## src/design/lcpm_pkg.sv

```systemverilog
// ----------------------------------------------------------------------------
// lcpm_pkg: shared definitions for the line centroid PID motor mixer
// Register indexes, reset values, sensor weights, multiplier widths and the
// control bundle that drives the shared multiply-accumulate unit.
// ----------------------------------------------------------------------------
package lcpm_pkg;

  localparam int FRACTION_BITS_DEF = 8;

  localparam int SENSOR_COUNT = 8;
  localparam int GAIN_W       = 16;
  localparam int TARGET_W     = 11;
  localparam int BASE_W       = 7;
  localparam int DUTY_W       = 7;
  localparam int POS_W        = 11;
  localparam int SUM_W        = 32;

  localparam int OPND_W = 32;
  localparam int PROD_W = GAIN_W + 1 + OPND_W;
  localparam int ACC_W  = PROD_W + 2;

  localparam int REG_IDX_W = 3;
  localparam logic [REG_IDX_W-1:0] REG_GAIN_P = 3'd0;
  localparam logic [REG_IDX_W-1:0] REG_GAIN_I = 3'd1;
  localparam logic [REG_IDX_W-1:0] REG_GAIN_D = 3'd2;
  localparam logic [REG_IDX_W-1:0] REG_TARGET = 3'd3;
  localparam logic [REG_IDX_W-1:0] REG_BASE   = 3'd4;

  localparam logic [GAIN_W-1:0]   GAIN_P_RST = 16'd6400;
  localparam logic [GAIN_W-1:0]   GAIN_I_RST = 16'd0;
  localparam logic [GAIN_W-1:0]   GAIN_D_RST = 16'd3840;
  localparam logic [TARGET_W-1:0] TARGET_RST = 11'd0;
  localparam logic [BASE_W-1:0]   BASE_RST   = 7'd50;

  localparam logic [DUTY_W-1:0] DUTY_MAX = 7'd100;

  localparam logic signed [3:0] SENSOR_WEIGHT [SENSOR_COUNT] =
    '{-4'sd3, -4'sd2, -4'sd1, 4'sd0, 4'sd0, 4'sd1, 4'sd2, 4'sd3};

  typedef struct packed {
    logic clr;
    logic mul_en;
    logic acc_en;
  } mac_ctrl_t;

endpackage

```

## src/design/lcpm_div.sv

```systemverilog
// ----------------------------------------------------------------------------
// lcpm_div: serial restoring divider
// Divides an unsigned dividend by a small unsigned divisor, one quotient bit
// per cycle, and flags the end with a one-cycle done pulse.
// ----------------------------------------------------------------------------
module lcpm_div #(
  parameter int FRACTION_BITS = lcpm_pkg::FRACTION_BITS_DEF
) (
  input  logic                       clk_i,
  input  logic                       rst_ni,
  input  logic                       start_i,
  input  logic [FRACTION_BITS+2:0]   dividend_i,
  input  logic [3:0]                 divisor_i,
  output logic                       done_o,
  output logic [FRACTION_BITS+2:0]   quot_o
);

  localparam int QW   = FRACTION_BITS + 3;
  localparam int CNTW = $clog2(QW);

  logic            busy_q, busy_d;
  logic            done_q, done_d;
  logic [CNTW-1:0] cnt_q, cnt_d;
  logic [3:0]      rem_q, rem_d;
  logic [QW-1:0]   quo_q, quo_d;
  logic [3:0]      dvs_q, dvs_d;
  logic [4:0]      rem_shift;
  logic [4:0]      diff;
  logic            fits;

  assign rem_shift = {rem_q, quo_q[QW-1]};
  assign diff      = rem_shift - {1'b0, dvs_q};
  assign fits      = (rem_shift >= {1'b0, dvs_q});

  always_comb begin
    busy_d = busy_q;
    done_d = 1'b0;
    cnt_d  = cnt_q;
    rem_d  = rem_q;
    quo_d  = quo_q;
    dvs_d  = dvs_q;
    if (start_i) begin
      busy_d = 1'b1;
      cnt_d  = '0;
      rem_d  = '0;
      quo_d  = dividend_i;
      dvs_d  = divisor_i;
    end else if (busy_q) begin
      rem_d = fits ? diff[3:0] : rem_shift[3:0];
      quo_d = {quo_q[QW-2:0], fits};
      cnt_d = cnt_q + 1'b1;
      if (cnt_q == CNTW'(QW - 1)) begin
        busy_d = 1'b0;
        done_d = 1'b1;
      end
    end
  end

  always_ff @(posedge clk_i or negedge rst_ni) begin
    if (!rst_ni) begin
      busy_q <= 1'b0;
      done_q <= 1'b0;
      cnt_q  <= '0;
    end else begin
      busy_q <= busy_d;
      done_q <= done_d;
      cnt_q  <= cnt_d;
    end
  end

  always_ff @(posedge clk_i) begin
    rem_q <= rem_d;
    quo_q <= quo_d;
    dvs_q <= dvs_d;
  end

  assign done_o = done_q;
  assign quot_o = quo_q;

endmodule

```

## src/design/lcpm_mac.sv

```systemverilog
// ----------------------------------------------------------------------------
// lcpm_mac: shared multiply-accumulate unit
// Multiplies an unsigned gain by a signed operand into a product register and
// adds the registered product into a signed accumulator on request.
// ----------------------------------------------------------------------------
module lcpm_mac (
  input  logic                                   clk_i,
  input  logic                                   rst_ni,
  input  lcpm_pkg::mac_ctrl_t                    ctrl_i,
  input  logic [lcpm_pkg::GAIN_W-1:0]            gain_i,
  input  logic signed [lcpm_pkg::OPND_W-1:0]     opnd_i,
  output logic signed [lcpm_pkg::ACC_W-1:0]      acc_o
);

  logic signed [lcpm_pkg::PROD_W-1:0] prod_q;
  logic signed [lcpm_pkg::ACC_W-1:0]  acc_q;
  logic signed [lcpm_pkg::GAIN_W:0]   gain_s;

  assign gain_s = $signed({1'b0, gain_i});

  always_ff @(posedge clk_i) begin
    if (ctrl_i.mul_en) begin
      prod_q <= gain_s * opnd_i;
    end
  end

  always_ff @(posedge clk_i or negedge rst_ni) begin
    if (!rst_ni) begin
      acc_q <= '0;
    end else if (ctrl_i.clr) begin
      acc_q <= '0;
    end else if (ctrl_i.acc_en) begin
      acc_q <= acc_q + {{(lcpm_pkg::ACC_W - lcpm_pkg::PROD_W){prod_q[lcpm_pkg::PROD_W-1]}},
                        prod_q};
    end
  end

  assign acc_o = acc_q;

endmodule

```

## src/design/line_centroid_pid_motor_mixer.sv

```systemverilog
// ----------------------------------------------------------------------------
// line_centroid_pid_motor_mixer: line sensor centroid, PID and motor mixer
// Finds the weighted centroid of the active-low line sensors, runs one PID
// step on it and mixes the correction into left and right motor duties.
//
//   Channel  Direction  Handshake               Payload
//   in       input      in_valid_i/in_stall_o   sensor_bits_i
//   out      output     out_valid_o/out_stall_i left_duty_o, right_duty_o,
//                                               line_lost_o, line_position_o
//   config   input      APB (psel..pready)      gain_p, gain_i, gain_d,
//                                               target_centroid, nominal_duty
//
// An item runs from its transfer through the serial divider, which gives one
// quotient bit per cycle, and then through the shared multiplier, which forms
// the P, I and D terms in turn. A new item is taken only after the result has
// been loaded into the output register. A lost line skips both.
// Reset returns the sequencer to idle, clears the integral and last error and
// loads the register defaults. A stalled result stays in the output register.
// ----------------------------------------------------------------------------
module line_centroid_pid_motor_mixer #(
  parameter int FRACTION_BITS = lcpm_pkg::FRACTION_BITS_DEF
) (
  input  logic                              clk_i,
  input  logic                              rst_ni,
  input  logic                              in_valid_i,
  output logic                              in_stall_o,
  input  logic [7:0]                        sensor_bits_i,
  output logic                              out_valid_o,
  input  logic                              out_stall_i,
  output logic [lcpm_pkg::DUTY_W-1:0]       left_duty_o,
  output logic [lcpm_pkg::DUTY_W-1:0]       right_duty_o,
  output logic                              line_lost_o,
  output logic signed [lcpm_pkg::POS_W-1:0] line_position_o,
  input  logic                              psel,
  input  logic                              penable,
  input  logic                              pwrite,
  input  logic [4:0]                        paddr,
  input  logic [31:0]                       pwdata,
  output logic [31:0]                       prdata,
  output logic                              pready
);

  localparam int QW   = FRACTION_BITS + 3;
  localparam int CW   = FRACTION_BITS + 4;
  localparam int TW   = lcpm_pkg::TARGET_W;
  localparam int EW   = ((CW > TW) ? CW : TW) + 1;
  localparam int DW   = EW + 1;
  localparam int PS   = 8 + FRACTION_BITS;
  localparam int SW   = lcpm_pkg::ACC_W + 1;
  localparam int OW   = lcpm_pkg::OPND_W;

  typedef enum logic [6:0] {
    S_IDLE = 7'b0000001,
    S_DIV  = 7'b0000010,
    S_ERR  = 7'b0000100,
    S_PID  = 7'b0001000,
    S_MUL  = 7'b0010000,
    S_DUTY = 7'b0100000,
    S_OUT  = 7'b1000000
  } state_e;

  function automatic logic [lcpm_pkg::DUTY_W-1:0] clamp_duty(input logic signed [SW-1:0] s);
    logic signed [SW-1:0] whole;
    whole = s >>> PS;
    if (s <= 0) begin
      clamp_duty = '0;
    end else if (whole > SW'(lcpm_pkg::DUTY_MAX)) begin
      clamp_duty = lcpm_pkg::DUTY_MAX;
    end else begin
      clamp_duty = whole[lcpm_pkg::DUTY_W-1:0];
    end
  endfunction

  state_e state_q, state_d;

  logic [lcpm_pkg::GAIN_W-1:0]   gain_p_q, gain_i_q, gain_d_q;
  logic signed [TW-1:0]          target_q;
  logic [lcpm_pkg::BASE_W-1:0]   base_q;
  logic                          cfg_wr;
  logic [lcpm_pkg::REG_IDX_W-1:0] cfg_idx;

  logic signed [lcpm_pkg::SUM_W-1:0] esum_q, esum_d;
  logic signed [EW-1:0]              last_q, last_d;
  logic [1:0]                        cnt_q, cnt_d;
  logic                              out_valid_q, out_valid_d;

  logic signed [3:0]     ws_c;
  logic [3:0]            seen_c;
  logic [2:0]            mag_c;
  logic                  accept;
  logic                  lost_c;

  logic                  lost_q, neg_q;
  logic signed [CW-1:0]  cent_q;
  logic signed [EW-1:0]  err_q;
  logic signed [DW-1:0]  deriv_q;
  logic signed [SW-1:0]  lsum_q, rsum_q;
  logic [lcpm_pkg::DUTY_W-1:0]       left_q, right_q;
  logic                              lost_out_q;
  logic signed [lcpm_pkg::POS_W-1:0] pos_q;

  logic                  div_start, div_done;
  logic [QW-1:0]         dividend, quot;
  logic signed [CW-1:0]  cent_mag;
  logic signed [EW-1:0]  cent_ext;
  logic signed [EW-1:0]  err_c;
  logic signed [lcpm_pkg::SUM_W:0] esum_wide;
  logic signed [DW-1:0]  deriv_c;

  lcpm_pkg::mac_ctrl_t                mac_ctrl;
  logic [lcpm_pkg::GAIN_W-1:0]        mac_gain;
  logic signed [OW-1:0]               mac_opnd;
  logic signed [lcpm_pkg::ACC_W-1:0]  mac_acc;
  logic signed [SW-1:0]               base_scaled;
  logic signed [SW-1:0]               acc_ext;
  logic                               load_out;

  // Configuration port.
  assign pready  = 1'b1;
  assign cfg_wr  = psel && penable && pwrite;
  assign cfg_idx = paddr[4:2];

  always_ff @(posedge clk_i or negedge rst_ni) begin
    if (!rst_ni) begin
      gain_p_q <= lcpm_pkg::GAIN_P_RST;
      gain_i_q <= lcpm_pkg::GAIN_I_RST;
      gain_d_q <= lcpm_pkg::GAIN_D_RST;
      target_q <= lcpm_pkg::TARGET_RST;
      base_q   <= lcpm_pkg::BASE_RST;
    end else if (cfg_wr) begin
      unique case (cfg_idx)
        lcpm_pkg::REG_GAIN_P: gain_p_q <= pwdata[lcpm_pkg::GAIN_W-1:0];
        lcpm_pkg::REG_GAIN_I: gain_i_q <= pwdata[lcpm_pkg::GAIN_W-1:0];
        lcpm_pkg::REG_GAIN_D: gain_d_q <= pwdata[lcpm_pkg::GAIN_W-1:0];
        lcpm_pkg::REG_TARGET: target_q <= pwdata[TW-1:0];
        lcpm_pkg::REG_BASE:   base_q   <= pwdata[lcpm_pkg::BASE_W-1:0];
        default: ;
      endcase
    end
  end

  always_comb begin
    unique case (cfg_idx)
      lcpm_pkg::REG_GAIN_P: prdata = {16'd0, gain_p_q};
      lcpm_pkg::REG_GAIN_I: prdata = {16'd0, gain_i_q};
      lcpm_pkg::REG_GAIN_D: prdata = {16'd0, gain_d_q};
      lcpm_pkg::REG_TARGET: prdata = {{(32 - TW){target_q[TW-1]}}, target_q};
      lcpm_pkg::REG_BASE:   prdata = {25'd0, base_q};
      default:              prdata = '0;
    endcase
  end

  // Sensor weight sum and count.
  always_comb begin
    ws_c   = '0;
    seen_c = '0;
    for (int i = 0; i < lcpm_pkg::SENSOR_COUNT; i++) begin
      if (!sensor_bits_i[i]) begin
        ws_c   = ws_c + lcpm_pkg::SENSOR_WEIGHT[i];
        seen_c = seen_c + 4'd1;
      end
    end
  end

  assign lost_c    = (seen_c == 4'd0);
  assign mag_c     = ws_c[3] ? 3'(-ws_c) : ws_c[2:0];
  assign accept    = in_valid_i && !in_stall_o;
  assign in_stall_o = (state_q != S_IDLE);
  assign div_start = accept && !lost_c;
  assign dividend  = {mag_c, {FRACTION_BITS{1'b0}}};

  lcpm_div #(
    .FRACTION_BITS(FRACTION_BITS)
  ) u_div (
    .clk_i      (clk_i),
    .rst_ni     (rst_ni),
    .start_i    (div_start),
    .dividend_i (dividend),
    .divisor_i  (seen_c),
    .done_o     (div_done),
    .quot_o     (quot)
  );

  // PID arithmetic around the divider result.
  assign cent_mag  = $signed({1'b0, quot});
  assign cent_ext  = {{(EW - CW){cent_q[CW-1]}}, cent_q};
  assign err_c     = cent_ext - {{(EW - TW){target_q[TW-1]}}, target_q};
  assign esum_wide = {esum_q[lcpm_pkg::SUM_W-1], esum_q}
                   + {{(lcpm_pkg::SUM_W + 1 - EW){err_q[EW-1]}}, err_q};
  assign deriv_c   = {err_q[EW-1], err_q} - {last_q[EW-1], last_q};

  always_comb begin
    unique case (cnt_q)
      2'd0: begin
        mac_gain = gain_p_q;
        mac_opnd = {{(OW - EW){err_q[EW-1]}}, err_q};
      end
      2'd1: begin
        mac_gain = gain_i_q;
        mac_opnd = esum_q;
      end
      2'd2: begin
        mac_gain = gain_d_q;
        mac_opnd = {{(OW - DW){deriv_q[DW-1]}}, deriv_q};
      end
      default: begin
        mac_gain = gain_d_q;
        mac_opnd = {{(OW - DW){deriv_q[DW-1]}}, deriv_q};
      end
    endcase
  end

  assign mac_ctrl.clr    = accept;
  assign mac_ctrl.mul_en = (state_q == S_MUL) && (cnt_q != 2'd3);
  assign mac_ctrl.acc_en = (state_q == S_MUL) && (cnt_q != 2'd0);

  lcpm_mac u_mac (
    .clk_i  (clk_i),
    .rst_ni (rst_ni),
    .ctrl_i (mac_ctrl),
    .gain_i (mac_gain),
    .opnd_i (mac_opnd),
    .acc_o  (mac_acc)
  );

  assign base_scaled = $signed(SW'(base_q) << PS);
  assign acc_ext     = {{(SW - lcpm_pkg::ACC_W){mac_acc[lcpm_pkg::ACC_W-1]}}, mac_acc};
  assign load_out    = (state_q == S_OUT) && !(out_valid_q && out_stall_i);

  // Sequencer.
  always_comb begin
    state_d     = state_q;
    esum_d      = esum_q;
    last_d      = last_q;
    cnt_d       = cnt_q;
    out_valid_d = out_valid_q;
    if (out_valid_q && !out_stall_i) begin
      out_valid_d = 1'b0;
    end
    unique case (state_q)
      S_IDLE: begin
        if (in_valid_i) begin
          state_d = lost_c ? S_DUTY : S_DIV;
        end
      end
      S_DIV: begin
        if (div_done) begin
          state_d = S_ERR;
        end
      end
      S_ERR: begin
        state_d = S_PID;
      end
      S_PID: begin
        if (esum_wide[lcpm_pkg::SUM_W] != esum_wide[lcpm_pkg::SUM_W-1]) begin
          esum_d = esum_wide[lcpm_pkg::SUM_W] ? {1'b1, {(lcpm_pkg::SUM_W - 1){1'b0}}}
                                              : {1'b0, {(lcpm_pkg::SUM_W - 1){1'b1}}};
        end else begin
          esum_d = esum_wide[lcpm_pkg::SUM_W-1:0];
        end
        last_d  = err_q;
        cnt_d   = '0;
        state_d = S_MUL;
      end
      S_MUL: begin
        cnt_d = cnt_q + 2'd1;
        if (cnt_q == 2'd3) begin
          state_d = S_DUTY;
        end
      end
      S_DUTY: begin
        state_d = S_OUT;
      end
      S_OUT: begin
        if (load_out) begin
          out_valid_d = 1'b1;
          state_d     = S_IDLE;
        end
      end
      default: begin
        state_d = S_IDLE;
      end
    endcase
  end

  always_ff @(posedge clk_i or negedge rst_ni) begin
    if (!rst_ni) begin
      state_q     <= S_IDLE;
      esum_q      <= '0;
      last_q      <= '0;
      cnt_q       <= '0;
      out_valid_q <= 1'b0;
    end else begin
      state_q     <= state_d;
      esum_q      <= esum_d;
      last_q      <= last_d;
      cnt_q       <= cnt_d;
      out_valid_q <= out_valid_d;
    end
  end

  always_ff @(posedge clk_i) begin
    if (accept) begin
      lost_q <= lost_c;
      neg_q  <= ws_c[3];
      cent_q <= '0;
    end
    if ((state_q == S_DIV) && div_done) begin
      cent_q <= neg_q ? -cent_mag : cent_mag;
    end
    if (state_q == S_ERR) begin
      err_q <= err_c;
    end
    if (state_q == S_PID) begin
      deriv_q <= deriv_c;
    end
    if (state_q == S_DUTY) begin
      lsum_q <= base_scaled + acc_ext;
      rsum_q <= base_scaled - acc_ext;
    end
    if (load_out) begin
      left_q     <= clamp_duty(lsum_q);
      right_q    <= clamp_duty(rsum_q);
      lost_out_q <= lost_q;
      pos_q      <= cent_ext[lcpm_pkg::POS_W-1:0];
    end
  end

  assign out_valid_o     = out_valid_q;
  assign left_duty_o     = left_q;
  assign right_duty_o    = right_q;
  assign line_lost_o     = lost_out_q;
  assign line_position_o = pos_q;

  // Checks.
  a_out_from_final: assert property (@(posedge clk_i) disable iff (!rst_ni)
    $rose(out_valid_o) |-> $past(state_q == S_OUT))
    else $error("result appeared outside the final sequencer step");

  a_lost_even: assert property (@(posedge clk_i) disable iff (!rst_ni)
    (out_valid_o && line_lost_o) |-> (left_duty_o == right_duty_o && line_position_o == '0))
    else $error("lost line result carries a correction or a position");

  a_div_in_step: assert property (@(posedge clk_i) disable iff (!rst_ni)
    div_done |-> (state_q == S_DIV))
    else $error("divider finished while the sequencer was not waiting for it");

  a_accept_clears: assert property (@(posedge clk_i) disable iff (!rst_ni)
    accept |=> (mac_acc == '0))
    else $error("accumulator not cleared at the start of an item");

endmodule
```

## config.mk

```make
export PLATFORM = sky130hd
export DESIGN_NAME = line_centroid_pid_motor_mixer
export DESIGN_NICKNAME = d
export VERILOG_FILES = /design/src/design/lcpm_pkg.sv /design/src/design/lcpm_div.sv /design/src/design/lcpm_mac.sv /design/src/design/line_centroid_pid_motor_mixer.sv
export SDC_FILE = /design/constraint.sdc
export NUM_CORES = 2
export LEC_CHECK = 0
export BUFFER_PORTS_ARGS = -buffer_cell sky130_fd_sc_hd__clkbuf_2
export CAP_MARGIN = 30
export CORE_MARGIN = 2
export CORE_UTILIZATION = 60
export DETAILED_ROUTE_END_ITERATION = 16
export MAX_ROUTING_LAYER = met4
export PLACE_DENSITY = 0.77
export SYNTH_ARGS = -nofsm -noshare
export SYNTH_HDL_FRONTEND = slang
export SYNTH_SLANG_ARGS = --single-unit
```

## constraint.sdc

```tcl
create_clock -name clk_i -period 10.6 [get_ports clk_i]
set_input_delay 2.12 -clock clk_i [delete_from_list [all_inputs] [get_ports clk_i]]
set_output_delay 2.12 -clock clk_i [all_outputs]
set_load 0.01 [all_outputs]
```

==> results.cfg <==
[clocking]
cts_buffers = 46
clockRootBuffer = clkbuf_16
clockBufferDepth = 3
insertion_delay_ns = 0.59
post-cts-setup-buffers = 0
cts_resized = 0
clk_pin_slew_ns = 0.07
htreeDepth = 2
holdBufCountCts = 0
cts_tree = built
clkSinkCount = 416

[logic_synthesis]
synth_area_mm2 = 0.04196
ys_types = 88
synth.most_common_cell = inv_1
synthMuxAreaShare_pct = 2.347
synth_edf_count = 226
synth_top_family_by_area = adder cells
synthArstFlopShare_pct = 42.79
synth.ff_latch_count = 416
synth_fa_ha_area_share_pct = 32.04
ys.flop_type = edfxtp_1
synth_xor_area_share_pct = 5.371
syn-num-nets = 5261
synthTopCellsByArea = fa_1 (24%), edfxtp_1 (16%), dfrtp_1 (10%)
yosysWarnings = 0
yosys.area_share.simple_pct = 13.50
yosysTopAreaCell = fa_1
synth_top_area_share_pct = 23.62
synth_cells = 4454
syn_area_per_cell_um2 = 9.420
seq_area_frac_synth_pct = 27.40
synth_compound_area_share_pct = 11.29
synth_common_cells = inv_1 (679), nand2_1 (518), fa_1 (495), nor2_1 (423), ha_1 (260)

[layout]
layout-drive-gt1-share_pct = 8.160
syn2layout_area_growth_pct = 7.652
final_nets = 5280
regArea_mm2 = 0.01149
fill_cells = 5437
diodes = 0
multiInputGateArea_mm2 = 0.02718

[floorplan]
die_area_mm2 = 0.07206
core_mm2 = 0.06895
die_w_um = 268.4
rows = 96
initial_core_util_pct = 60.85
io_pins = 113
die_h_um = 268.4

[grt]
met3_usage_pct = 6.539
grtUsageMet2_pct = 45.62
use_met1_pct = 38.99
grt.busiest_layer = met2
grt-ovfl-total = 0
grt_max_degree = 81
antenna_found_initial = 0
grt_pass1_vias = 31450
grt_pass1_wl_um = 162600
grt_usage_pct = 29.45

[sta]
finalSetupTns_ns = 0
rsz0062_at_grt = false
min_period_ns = 9.242
tightestPinTransition_ns = 1.063
fin_crit_sh_pct = 87.19
setup_viol = 0
fin_skew_ns = 0.02359
max_slew_margin_pct = 29.11
hold_viol_final = 0
drv_slew = 0
max_freq_ghz = 0.1082

[critical_path]
critPathLaunchType = flop
crit_top_cell = fa_1
slowest_delay_ns = 0.88
critPathRequiredTime_ns = 10.91
end_kind = flop
cp.arrival_ns = 9.55
cp_max_fo = 42
critPathSlowestCell = nor2_4
path_class = reg2reg

[route]
viasPerCell = 5.749
wire_per_inst_um = 18.18
wl_um = 98900
antenna_left = 0
drc = 0
drtIter0Drc = 2485
first_pass_iters = 7
route.vias.total = 31280

[run_status]
status = complete, no violations

[place]
gp_congestion = 0.9460
hpwl_um = 78040
io_buffers = 93

[job]
maxCapViolCount = 0

[min_path]
hold_class = reg2reg
-- area by class of cell --
type                            count  area share [%]
Clock buffer                       52           2.690
Clock inverter                     33          0.8228
Inverter                          679           5.643
Multi-Input combinational cell   3160           60.18
Sequential cell                   416           25.45
Tap cell                          931           2.579
Timing Repair Buffer              170           2.640
-- final timing paths --
path	from	endpoint	slack, ns	cells past startpoint
hold / removal	lost_q$_DFFE_PP_	line_lost_o$_DFFE_PP_	0.42	0
max in group asynchronous	rst_ni	esum_q[16]$_DFFE_PN0P_	8.05	2
setup reg to reg	cnt_q[0]$_DFFE_PN0P_	u_mac.prod_q[48]$_DFFE_PP_	1.36	27
hold reg to reg	lost_q$_DFFE_PP_	line_lost_o$_DFFE_PP_	0.42	0
setup / recovery	cnt_q[0]$_DFFE_PN0P_	u_mac.prod_q[48]$_DFFE_PP_	1.36	27
min in group asynchronous	rst_ni	u_mac.acc_o[46]$_DFFE_PN0P_	1.47	1
-- state kept, by name, summed over array words and instances (netlist names), 2 cells and up --
| signal | cells |
|---|---|
| esum_q | 32 |
| cent_q | 12 |
| err_q | 13 |
| left_duty_o | 7 |
| gain_d_q | 16 |
| target_q | 11 |
| gain_i_q | 16 |
| lsum_q | 52 |
| u_div.rem_q | 4 |
| u_div.cnt_q | 4 |
| deriv_q | 14 |
| u_div.dvs_q | 4 |
| base_q | 7 |
| cnt_q | 2 |
| last_q | 13 |
| u_mac.prod_q | 49 |
| gain_p_q | 16 |
| rsum_q | 51 |
| u_div.quot_o | 11 |
| right_duty_o | 7 |
| u_mac.acc_o | 51 |
| state_q | 7 |
| line_position_o | 11 |
-- metal layers --
metal	part of all wire [%]	vias to the layer above
met5	0	-
met4	3.5	0
met3	8.8	217
met2	46	1186
met1	42	15280
li1	-	14600
-- kinds of logic (layout without fill, tap and decap cells) --
group / after synthesis / after routing
AOI/OAI and AO/OA: 752 / 752
DFF: 416 / 416
buffers and inverters: 878 / 934
muxes: 87 / 87
other: 1 / 1
and+or+nand+nor: 1283 / 1283
xor gates and xnor gates: 254 / 254
adders and majority gates: 783 / 783
-- per-stage QoR --
step	area (µm²)	setup slack (ns)	std cells	util (%)	hold WS [ns]
after floorplan	41960	2.475	4454	-	0.4003
after global placement	43400	1.575	5348	62.95	0.4037
after detailed placement	43450	1.429	5351	63.03	0.4136
after CTS	45040	1.417	5436	65.33	0.4214
after global routing	45170	0.8174	5441	65.51	0.4321
final	45170	1.358	5441	65.51	0.4181
-- cell usage in the layout, fill, tap and decap left out, drive strengths merged, types with 12 or more instances in the layout --
master and count:
a22o 32, ha 260, nand3 48, nor2b 43, o21bai 25, a21o 102
xor2 87, a31oi 21, o22ai 14, nand2 518, edfxtp 226, dfxtp 12
nand2b 41, clkinv 20, o31ai 13, or3 16, nor2 424, a211oi 31
xnor2 166, and2 13, mux2 61, inv 681, clkbuf 144, or2 15
mux2i 23, fa 495, nand4 25, o21ai 221, nor3 48, o211ai 14
maj3 28, o21a 19, and3 17, a21oi 185, nor4 40, dfrtp 167
buf 78
-- critical path, delay by kind of cell, from the launching register on --
family	cells	cell delay (ns)
and+or+nand+nor	2	1.00
AOI/OAI and AO/OA	10	2.89
DFF	1	0.42
xor gates and xnor gates	1	0.15
buffers and inverters	6	0.71
adders and majority gates	8	3.77
Power is left out: the tool's default activity adds up to more than one toggle a clock period on the data nets, which glitch-free logic cannot reach.
